--- config.mk ---
export PLATFORM = sky130hd
export DESIGN_NAME = jpeg_length_finder
export DESIGN_NICKNAME = d
export VERILOG_FILES = /design/src/hw/rtl/jlf_pkg.sv /design/src/hw/rtl/jlf_csr.sv /design/src/hw/rtl/jlf_front.sv /design/src/hw/rtl/jlf_queue.sv /design/src/hw/rtl/jlf_parser.sv /design/src/hw/rtl/jpeg_length_finder.sv
export SDC_FILE = /design/constraint.sdc
export NUM_CORES = 1
export LEC_CHECK = 0
export BUFFER_PORTS_ARGS = -buffer_cell sky130_fd_sc_hd__buf_4
export CORE_ASPECT_RATIO = 1.25
export CORE_MARGIN = 2
export CORE_UTILIZATION = 60
export DETAILED_ROUTE_END_ITERATION = 6
export PLACE_DENSITY = 0.83
export SETUP_SLACK_MARGIN = 0.1
export SYNTH_ARGS = -nofsm -noshare
export SYNTH_HDL_FRONTEND = slang
export SYNTH_HIERARCHICAL = 1
export SYNTH_SLANG_ARGS = --single-unit
--- constraint.sdc ---
create_clock -name clock -period 6.9 [get_ports clock]
set_input_delay 0.345 -clock clock [delete_from_list [all_inputs] [get_ports clock]]
set_output_delay 0.345 -clock clock [all_outputs]
set_load 0.1 [all_outputs]
--- src/hw/rtl/jlf_pkg.sv ---
`default_nettype none

package jlf_pkg;

   // width of the internal byte counter
   localparam int LENGTH_BITS = 26;
   // width of the reported length and of max_bytes
   localparam int JLF_LEN_W = 26;
   localparam int JLF_CMP_W = (LENGTH_BITS > JLF_LEN_W) ? LENGTH_BITS : JLF_LEN_W;

   // queue between front and back
   localparam int JLF_QUEUE_DEPTH = 4;
   localparam int JLF_PTR_W = $clog2(JLF_QUEUE_DEPTH);
   localparam int JLF_CNT_W = $clog2(JLF_QUEUE_DEPTH + 1);

   // marker bytes
   localparam logic [7:0] MARK_FF  = 8'hFF;
   localparam logic [7:0] MARK_SOI = 8'hD8;
   localparam logic [7:0] MARK_EOI = 8'hD9;
   localparam logic [7:0] MARK_SOS = 8'hDA;
   localparam logic [7:0] MARK_TEM = 8'h01;

   // parse status codes
   localparam logic [1:0] STATUS_COMPLETE  = 2'd0;
   localparam logic [1:0] STATUS_NOT_JPEG  = 2'd1;
   localparam logic [1:0] STATUS_BAD_MARK  = 2'd2;
   localparam logic [1:0] STATUS_TRUNCATED = 2'd3;

   // register map: index taken from paddr[2]
   localparam logic CSR_IDX_MAX_BYTES = 1'b0;
   localparam logic [JLF_LEN_W-1:0] MAX_BYTES_RESET = JLF_LEN_W'(20 * 1024 * 1024);

   typedef struct packed {
      logic [7:0] data_byte;
      logic       first_byte;
      logic       last_byte;
   } jlf_req_type;

   typedef struct packed {
      logic [JLF_LEN_W-1:0] jpeg_length;
      logic [1:0]           parse_status;
   } jlf_rsp_type;

   // byte classification done by the front
   typedef struct packed {
      logic is_ff;
      logic is_soi;
      logic is_eoi;
      logic is_sos;
      logic standalone;
      logic has_length;
      logic below_two;
      logic equals_two;
   } jlf_class_type;

   typedef struct packed {
      jlf_req_type   item;
      jlf_class_type cls;
   } jlf_entry_type;

   function automatic jlf_class_type classify(input logic [7:0] b);
      jlf_class_type c;
      c.is_ff      = (b == MARK_FF);
      c.is_soi     = (b == MARK_SOI);
      c.is_eoi     = (b == MARK_EOI);
      c.is_sos     = (b == MARK_SOS);
      c.standalone = (b == MARK_TEM) || (b >= 8'hD0 && b <= 8'hD9);
      c.has_length = (b >= 8'hC0 && b <= 8'hC9) || (b == 8'hCC) ||
                     (b >= 8'hDA && b <= 8'hDD) || (b >= 8'hE0 && b <= 8'hEF) ||
                     (b == 8'hFE);
      c.below_two  = (b < 8'd2);
      c.equals_two = (b == 8'd2);
      return c;
   endfunction

endpackage

`default_nettype wire

--- src/hw/rtl/jlf_csr.sv ---
`default_nettype none

module jlf_csr (
   input  wire logic                          clock,
   input  wire logic                          reset,
   input  wire logic                          psel,
   input  wire logic                          penable,
   input  wire logic                          pwrite,
   input  wire logic [2:0]                    paddr,
   input  wire logic [31:0]                   pwdata,
   output logic      [31:0]                   prdata,
   output logic                               pready,
   output logic      [jlf_pkg::JLF_LEN_W-1:0] max_bytes
);

   logic [jlf_pkg::JLF_LEN_W-1:0] max_bytes_ff;
   logic [jlf_pkg::JLF_LEN_W-1:0] max_bytes_in;
   logic                          write_hit;

   // write decode on the access cycle
   assign write_hit = psel && penable && pwrite && (paddr[2] == jlf_pkg::CSR_IDX_MAX_BYTES);

   always_comb begin
      max_bytes_in = max_bytes_ff;
      if (write_hit) begin
         max_bytes_in = pwdata[jlf_pkg::JLF_LEN_W-1:0];
      end
   end

   always_ff @(posedge clock) begin
      if (reset) begin
         max_bytes_ff <= jlf_pkg::MAX_BYTES_RESET;
      end else begin
         max_bytes_ff <= max_bytes_in;
      end
   end

   // read back
   always_comb begin
      prdata = 32'd0;
      if (paddr[2] == jlf_pkg::CSR_IDX_MAX_BYTES) begin
         prdata = 32'(max_bytes_ff);
      end
   end

   assign pready    = 1'b1;
   assign max_bytes = max_bytes_ff;

endmodule

`default_nettype wire

--- src/hw/rtl/jlf_front.sv ---
`default_nettype none

module jlf_front (
   input  wire logic                   req_valid,
   output logic                        req_stall,
   input  wire jlf_pkg::jlf_req_type   req_data,
   input  wire logic                   queue_full,
   output logic                        push,
   output jlf_pkg::jlf_entry_type      push_entry
);

   // take an item whenever the queue has room
   assign req_stall = queue_full;
   assign push      = req_valid && !queue_full;

   // classify the byte on the way in
   always_comb begin
      push_entry.item = req_data;
      push_entry.cls  = jlf_pkg::classify(req_data.data_byte);
   end

endmodule

`default_nettype wire

--- src/hw/rtl/jlf_queue.sv ---
`default_nettype none

module jlf_queue (
   input  wire logic                   clock,
   input  wire logic                   reset,
   input  wire logic                   push,
   input  wire jlf_pkg::jlf_entry_type push_entry,
   output logic                        full,
   input  wire logic                   pop,
   output logic                        pop_valid,
   output jlf_pkg::jlf_entry_type      pop_entry
);

   jlf_pkg::jlf_entry_type             slot_ff [jlf_pkg::JLF_QUEUE_DEPTH];
   logic [jlf_pkg::JLF_PTR_W-1:0]      wr_ptr_ff, wr_ptr_in;
   logic [jlf_pkg::JLF_PTR_W-1:0]      rd_ptr_ff, rd_ptr_in;
   logic [jlf_pkg::JLF_CNT_W-1:0]      count_ff, count_in;
   logic                               do_pop;

   assign full      = (count_ff == jlf_pkg::JLF_CNT_W'(jlf_pkg::JLF_QUEUE_DEPTH));
   assign pop_valid = (count_ff != '0);
   assign pop_entry = slot_ff[rd_ptr_ff];
   assign do_pop    = pop && pop_valid;

   // pointer and fill count update
   always_comb begin
      wr_ptr_in = push   ? wr_ptr_ff + jlf_pkg::JLF_PTR_W'(1) : wr_ptr_ff;
      rd_ptr_in = do_pop ? rd_ptr_ff + jlf_pkg::JLF_PTR_W'(1) : rd_ptr_ff;
      count_in  = count_ff;
      if (push && !do_pop) begin
         count_in = count_ff + jlf_pkg::JLF_CNT_W'(1);
      end else if (do_pop && !push) begin
         count_in = count_ff - jlf_pkg::JLF_CNT_W'(1);
      end
   end

   always_ff @(posedge clock) begin
      if (reset) begin
         wr_ptr_ff <= '0;
         rd_ptr_ff <= '0;
         count_ff  <= '0;
      end else begin
         wr_ptr_ff <= wr_ptr_in;
         rd_ptr_ff <= rd_ptr_in;
         count_ff  <= count_in;
      end
   end

   // entry storage
   always_ff @(posedge clock) begin
      if (push) begin
         slot_ff[wr_ptr_ff] <= push_entry;
      end
   end

endmodule

`default_nettype wire

--- src/hw/rtl/jlf_parser.sv ---
`default_nettype none

module jlf_parser (
   input  wire logic                          clock,
   input  wire logic                          reset,
   input  wire logic [jlf_pkg::JLF_LEN_W-1:0] max_bytes,
   input  wire logic                          entry_valid,
   input  wire jlf_pkg::jlf_entry_type        entry,
   output logic                               entry_pop,
   output logic                               rsp_valid,
   input  wire logic                          rsp_stall,
   output jlf_pkg::jlf_rsp_type               rsp_data
);

   typedef enum logic [3:0] {
      PH_IDLE, PH_SOI0, PH_SOI1, PH_MARK0, PH_MARK1, PH_LENH, PH_LENL, PH_SKIP, PH_SCAN
   } phase_type;

   localparam int LB = jlf_pkg::LENGTH_BITS;
   localparam logic [LB-1:0] POS_MAX = '1;

   phase_type              phase_ff, phase_in;
   logic [LB-1:0]          pos_ff, pos_in;
   logic [15:0]            skip_ff, skip_in;
   logic [7:0]             len_high_ff, len_high_in;
   logic                   sos_ff, sos_in;
   logic                   saw_ff_ff, saw_ff_in;
   logic                   rsp_valid_ff, rsp_valid_in;
   jlf_pkg::jlf_rsp_type   rsp_data_ff, rsp_data_in;

   phase_type              cur_phase;
   logic [LB-1:0]          cur_pos;
   logic [LB-1:0]          prior_pos;
   logic                   active;
   logic                   hit;
   logic [1:0]             status;
   logic [LB-1:0]          len;
   logic                   commit;

   // back side moves when the result register is free or being taken
   assign entry_pop = entry_valid && (!rsp_valid_ff || !rsp_stall);
   assign active    = entry.item.first_byte || (phase_ff != PH_IDLE);
   assign commit    = entry_pop && active;

   // restart on first byte
   always_comb begin
      cur_phase = entry.item.first_byte ? PH_SOI0 : phase_ff;
      cur_pos   = entry.item.first_byte ? '0 : pos_ff;
      prior_pos = cur_pos;
   end

   // per-byte marker walk
   always_comb begin
      phase_in    = cur_phase;
      pos_in      = (cur_pos != POS_MAX) ? cur_pos + LB'(1) : cur_pos;
      skip_in     = entry.item.first_byte ? 16'd0 : skip_ff;
      len_high_in = entry.item.first_byte ? 8'd0  : len_high_ff;
      sos_in      = entry.item.first_byte ? 1'b0  : sos_ff;
      saw_ff_in   = entry.item.first_byte ? 1'b0  : saw_ff_ff;
      hit         = 1'b0;
      status      = jlf_pkg::STATUS_COMPLETE;
      len         = '0;

      unique case (cur_phase)
         PH_SOI0: begin
            if (entry.cls.is_ff) begin
               phase_in = PH_SOI1;
            end else begin
               hit    = 1'b1;
               status = jlf_pkg::STATUS_NOT_JPEG;
            end
         end
         PH_SOI1: begin
            if (entry.cls.is_soi) begin
               sos_in   = 1'b0;
               phase_in = PH_MARK0;
            end else begin
               hit    = 1'b1;
               status = jlf_pkg::STATUS_NOT_JPEG;
            end
         end
         PH_MARK0: begin
            if (entry.cls.is_ff) begin
               phase_in = PH_MARK1;
            end else begin
               hit    = 1'b1;
               status = jlf_pkg::STATUS_BAD_MARK;
               len    = prior_pos;
            end
         end
         PH_MARK1: begin
            if (entry.cls.standalone) begin
               sos_in = 1'b0;
               if (entry.cls.is_eoi) begin
                  hit    = 1'b1;
                  status = jlf_pkg::STATUS_COMPLETE;
                  len    = pos_in;
               end else begin
                  phase_in = PH_MARK0;
               end
            end else if (entry.cls.has_length) begin
               sos_in   = entry.cls.is_sos;
               phase_in = PH_LENH;
            end else begin
               hit    = 1'b1;
               status = jlf_pkg::STATUS_BAD_MARK;
               len    = prior_pos - LB'(1);
            end
         end
         PH_LENH: begin
            len_high_in = entry.item.data_byte;
            phase_in    = PH_LENL;
         end
         PH_LENL: begin
            if ((len_high_ff == 8'd0) && entry.cls.below_two) begin
               hit    = 1'b1;
               status = jlf_pkg::STATUS_BAD_MARK;
               len    = prior_pos - LB'(3);
            end else begin
               skip_in = {len_high_ff, entry.item.data_byte} - 16'd2;
               if ((len_high_ff == 8'd0) && entry.cls.equals_two) begin
                  saw_ff_in = 1'b0;
                  phase_in  = sos_ff ? PH_SCAN : PH_MARK0;
               end else begin
                  phase_in = PH_SKIP;
               end
            end
         end
         PH_SKIP: begin
            skip_in = skip_ff - 16'd1;
            if (skip_ff == 16'd1) begin
               saw_ff_in = 1'b0;
               phase_in  = sos_ff ? PH_SCAN : PH_MARK0;
            end
         end
         PH_SCAN: begin
            if (saw_ff_ff && entry.cls.is_eoi) begin
               hit    = 1'b1;
               status = jlf_pkg::STATUS_COMPLETE;
               len    = pos_in;
            end else begin
               saw_ff_in = entry.cls.is_ff;
            end
         end
         default: begin
         end
      endcase

      // end of data or byte limit, when the byte gave nothing else
      if (!hit && (entry.item.last_byte ||
                   (jlf_pkg::JLF_CMP_W'(pos_in) >= jlf_pkg::JLF_CMP_W'(max_bytes)))) begin
         hit = 1'b1;
         if ((phase_in == PH_SOI0) || (phase_in == PH_SOI1)) begin
            status = jlf_pkg::STATUS_NOT_JPEG;
            len    = '0;
         end else begin
            status = jlf_pkg::STATUS_TRUNCATED;
            len    = pos_in;
         end
      end

      if (hit) begin
         phase_in = PH_IDLE;
      end
   end

   // result register
   always_comb begin
      rsp_valid_in = rsp_valid_ff && rsp_stall;
      rsp_data_in  = rsp_data_ff;
      if (entry_pop) begin
         rsp_valid_in = active && hit;
         rsp_data_in.jpeg_length  = jlf_pkg::JLF_LEN_W'(len);
         rsp_data_in.parse_status = status;
      end
   end

   always_ff @(posedge clock) begin
      if (reset) begin
         phase_ff     <= PH_IDLE;
         rsp_valid_ff <= 1'b0;
      end else begin
         rsp_valid_ff <= rsp_valid_in;
         if (commit) begin
            phase_ff <= phase_in;
         end
      end
      if (commit) begin
         pos_ff      <= pos_in;
         skip_ff     <= skip_in;
         len_high_ff <= len_high_in;
         sos_ff      <= sos_in;
         saw_ff_ff   <= saw_ff_in;
      end
      if (entry_pop) begin
         rsp_data_ff <= rsp_data_in;
      end
   end

   assign rsp_valid = rsp_valid_ff;
   assign rsp_data  = rsp_data_ff;

endmodule

`default_nettype wire

--- src/hw/rtl/jpeg_length_finder.sv ---
// an accepted byte is written into the queue, and its result is registered in the parser's result register
// throughput: one byte per cycle while the result is not stalled, set by the per-byte marker walk in the parser
// a stalled result holds the parser; the four-entry queue keeps taking bytes meanwhile until it is full
// reset: synchronous, active high; clears queue, result and parser phase, max_bytes
// returns to 20971520; bytes are ignored until one with first_byte set arrives
`default_nettype none

module jpeg_length_finder (
   input  wire logic                 clock,
   input  wire logic                 reset,
   input  wire logic                 req_valid,
   output logic                      req_stall,
   input  wire jlf_pkg::jlf_req_type req_data,
   output logic                      rsp_valid,
   input  wire logic                 rsp_stall,
   output jlf_pkg::jlf_rsp_type      rsp_data,
   input  wire logic                 psel,
   input  wire logic                 penable,
   input  wire logic                 pwrite,
   input  wire logic [2:0]           paddr,
   input  wire logic [31:0]          pwdata,
   output logic      [31:0]          prdata,
   output logic                      pready
);

   logic [jlf_pkg::JLF_LEN_W-1:0] max_bytes;
   logic                          queue_full;
   logic                          push;
   jlf_pkg::jlf_entry_type        push_entry;
   logic                          entry_pop;
   logic                          entry_valid;
   jlf_pkg::jlf_entry_type        entry;

   // configuration register
   jlf_csr u_csr (
      .clock     (clock),
      .reset     (reset),
      .psel      (psel),
      .penable   (penable),
      .pwrite    (pwrite),
      .paddr     (paddr),
      .pwdata    (pwdata),
      .prdata    (prdata),
      .pready    (pready),
      .max_bytes (max_bytes)
   );

   // accept and classify
   jlf_front u_front (
      .req_valid  (req_valid),
      .req_stall  (req_stall),
      .req_data   (req_data),
      .queue_full (queue_full),
      .push       (push),
      .push_entry (push_entry)
   );

   // decoupling queue
   jlf_queue u_queue (
      .clock      (clock),
      .reset      (reset),
      .push       (push),
      .push_entry (push_entry),
      .full       (queue_full),
      .pop        (entry_pop),
      .pop_valid  (entry_valid),
      .pop_entry  (entry)
   );

   // marker walk and result
   jlf_parser u_parser (
      .clock       (clock),
      .reset       (reset),
      .max_bytes   (max_bytes),
      .entry_valid (entry_valid),
      .entry       (entry),
      .entry_pop   (entry_pop),
      .rsp_valid   (rsp_valid),
      .rsp_stall   (rsp_stall),
      .rsp_data    (rsp_data)
   );

endmodule

`default_nettype wire

==> results.sh <==
export IMPL_synthAdderAreaFrac=0.0402
export IMPL_cp_max_fo=18
export IMPL_diodes=0
export IMPL_powerDensity_mw_per_mm2=426
export IMPL_clk_latency_ns=0.44
export IMPL_synthSimpleGateAreaFrac=0.225
export IMPL_synth_top_area_frac=0.390
export IMPL_reg2reg_to="u_parser/rsp_data[27]"
export IMPL_grt_remaining_overflow=0
export IMPL_fillCellCount=1437
export IMPL_synth_top_area_cell="edfxtp_1"
export IMPL_fin_crit_ns=6.38
export IMPL_irDropWorstVdd_uv=343
export IMPL_clkTransAtPathRegs_ns=0.07
export IMPL_numClockSinks=192
export IMPL_synth_cell_type_count=91
export IMPL_ctsHoldBuffers=0
export IMPL_cp_start_kind="flop"
export IMPL_place_inst=1462
export IMPL_die_h_um=160
export IMPL_vias=9393
export IMPL_r2r_setup_slack_ns=0.52
export IMPL_synth_area_leaders="edfxtp_1 39%, dfxtp_1 6.8%, ha_1 3.8%"
export IMPL_period_share=0.925
export IMPL_fin_nets=1305
export IMPL_postCtsSetupRepairBufs=0
export IMPL_p_leak_nw=4.76
export IMPL_drtPass1Iterations=6
export IMPL_setup_tns_final_ns=0
export IMPL_ctsResizeCount=0
export IMPL_critPathMaxStageDelay_ns=0.59
export IMPL_cts_root_buf="clkbuf_16"
export IMPL_rsz0062_at_grt="no"
export IMPL_crit_buf_inv=3
export IMPL_grt_pass1_wl_mm=46.4
export IMPL_drv_slew=0
export IMPL_die_width_um=129
export IMPL_critPathKind="reg2reg"
export IMPL_clock_path_buffers=2
export IMPL_syn_inst=1150
export IMPL_worst_endpoint_required_ns=7.07
export IMPL_synth_top_family_by_area="simple AND/OR/NAND/NOR gates"
export IMPL_dieArea_mm2=0.0207
export IMPL_io_pins=115
export IMPL_portBuffers=99
export IMPL_drive_above_1_share=0.163
export IMPL_worstHoldStart="req_data[0]"
export IMPL_fin_worst_skew_ns=0.0173
export IMPL_areaGrowthSynthToFinish_pct=11.5
export IMPL_synth_area_per_cell_um2=10.2
export IMPL_critPathSlowestCell="mux4_2"
export IMPL_wire_per_inst_um=19.3
export IMPL_ys_warn_count=6
export IMPL_place_gp_congestion=0.996
export IMPL_worst_pin_slew_ns=1.12
export IMPL_critPathTopFamily="simple AND/OR/NAND/NOR gates"
export IMPL_holdPathStages=1
export IMPL_drc_errors=0
export IMPL_start_util=0.606
export IMPL_synth_compound_area_frac=0.128
export IMPL_crit_path_end_kind="flop"
export IMPL_row_count=57
export IMPL_synth_area_mm2=0.0117
export IMPL_relSlewSlack=0.247
export IMPL_setup_violations=0
export IMPL_outcome="finished clean"
export IMPL_ys_top_cells_by_count="152 x edfxtp_1, 94 x nor2_1, 92 x nand2_1, 64 x o21ai_0, 58 x nand2b_1"
export IMPL_tritoncts="yes"
export IMPL_r2r_cells=22
export IMPL_synth_xor_area_frac=0.0299
export IMPL_grt_pass1_vias=9151
export IMPL_ys_ff_latch=192
export IMPL_final_hold_violation_count=0
export IMPL_crit_path_cell_trace="mux4_2 > inv_2 > nand2_1 > inv_1 > ha_1 > buf_4 > nand4_1 > nor4_1 > nand4_1 > nand3_1 > nor2_1 > xnor2_1 > nor2_1 > ha_1 > nand4_1 > nor3_1 > a22o_1 > or4_1 > nor3_1 > nand2b_1 > a31oi_4 > a221o_1"
export IMPL_synthMuxAreaShare=0.0637
export IMPL_wl_mm=28.8
export IMPL_seq_area_frac_synth=0.458
export IMPL_synth_async_reset_ratio=0
export IMPL_maxCapViolCount=0
export IMPL_worstPathArrival_ns=6.55
export IMPL_cp_common_cell="nand4_1"
export IMPL_fmax_mhz=157
export IMPL_final_cell_count_no_fill=1494
export IMPL_drtAntennaViolNets=0
export IMPL_cts_made_buffers=17
export IMPL_grt_usage=0.288
export IMPL_hold_end="u_queue/slot_ff[0][8]"
export IMPL_vias_per_cell=6.29
export IMPL_antenna_found_initial=0
export IMPL_coreArea_mm2=0.0193
export IMPL_synth_most_common_cell="edfxtp_1"
export IMPL_drt_initial_drc_count=1070
export IMPL_synth_edff_count=152
export IMPL_hp_class="in2reg"
export IMPL_htreeDepth=4
export IMPL_hpwl_mm=20.2
export IMPL_synth_ff_type="edfxtp_1"
export IMPL_grt_max_degree=66
[cells in the final DEF (no fill, tap or decap), types with 24 or more instances in the layout]
cell type | Yosys | layout
edfxtp_1 | 152 | 152
buf_4 | 19 | 115
nor2_1 | 94 | 94
nand2_1 | 92 | 92
o21ai_0 | 64 | 64
nand2b_1 | 58 | 58
a21oi_1 | 55 | 54
nor3_1 | 46 | 45
inv_1 | 42 | 42
nor2b_1 | 40 | 40
dfxtp_1 | 40 | 40
ha_1 | 36 | 36
mux2i_1 | 31 | 31
nand3_1 | 24 | 24
[worst max-delay path by stage]
stage / from / endpoint / slack, ns / depth (start not counted)
floorplan: flop / u_parser/rsp_data[22] / 0.80 / 25
global placement: flop / u_parser/rsp_data[27] / 0.82 / 21
detailed placement: flop / u_parser/rsp_data[27] / 0.66 / 22
CTS: flop / u_parser/rsp_data[27] / 0.62 / 21
global route: flop / u_parser/rsp_data[27] / 0.18 / 22
finish: flop / u_parser/rsp_data[27] / 0.52 / 22
[registers in the layout, summed over array words and instances (netlist names), 2 cells and up, named ones only]
signal	flops
u_queue/wr_ptr_ff	2
u_parser/pos_ff	26
u_parser/rsp_data	28
u_parser/phase_ff	4
u_queue/rd_ptr_ff	2
u_queue/count_ff	3
u_csr/max_bytes	26
u_parser/skip_ff	16
u_parser/len_high_ff	8
u_queue/slot_ff	72
[area by class of cell]
type | instances | area, um2 | share of cell area
Multi-Input combinational cell | 847 | 5750 | 0.440
Clock buffer | 20 | 478 | 0.0366
Tap cell | 265 | 332 | 0.0254
Inverter | 43 | 161 | 0.0124
Sequential cell | 192 | 5370 | 0.411
Timing Repair Buffer | 115 | 863 | 0.0661
Clock inverter | 12 | 115 | 0.00881
[routing by layer]
| metal | GRT usage | vias up | wire (um) |
|---|---|---|---|
| li1 | - | 4366 | - |
| met1 | 0.324 | 4447 | 10300 |
| met2 | 0.508 | 441 | 15000 |
| met3 | 0.0446 | 139 | 1580 |
| met4 | 0.173 | 0 | 1850 |
| met5 | 0 | - | 0 |
[cell families (layout without fill, tap and decap cells)]
| group | count (synthesis) | in the layout |
|---|---|---|
| buffers and inverters | 116 | 190 |
| DFF | 192 | 192 |
| AOI/OAI and AO/OA | 229 | 229 |
| adders and majority gates | 37 | 37 |
| and+or+nand+nor | 485 | 485 |
| other | 2 | 7 |
| muxes | 49 | 49 |
| xor gates and xnor gates | 40 | 40 |
[worst reg2reg max path: cells and delay by family, from the launching register on]
family / cells / cell delay (ns)
buffers and inverters: 3 / 0.36
AOI/OAI and AO/OA: 3 / 1.00
and+or+nand+nor: 12 / 3.18
muxes: 1 / 0.59
adders and majority gates: 2 / 0.47
DFF: 1 / 0.36
xor gates and xnor gates: 1 / 0.12
[power breakdown]
part	total [mW]	switching (mW)	internal, mW
clock	0.974	0.457	0.516
combinational	2.65	1.88	0.764
sequential	1.94	0.264	1.67
[metrics by stage]
stage / setup slack (ns) / hold WS, ns / power, mW / area, um2 / utilization
floorplan: 0.799 / 0.414 / 3.94 / 11700 / -
global placement: 0.818 / 0.471 / 4.48 / 12500 / 0.645
detailed placement: 0.664 / 0.481 / 4.54 / 12500 / 0.645
CTS: 0.623 / 0.0950 / 5.53 / 13100 / 0.676
global route: 0.177 / 0.0994 / 5.83 / 13100 / 0.676
finish: 0.518 / 0.106 / 5.56 / 13100 / 0.676
Power figures use the tool's default switching activity.
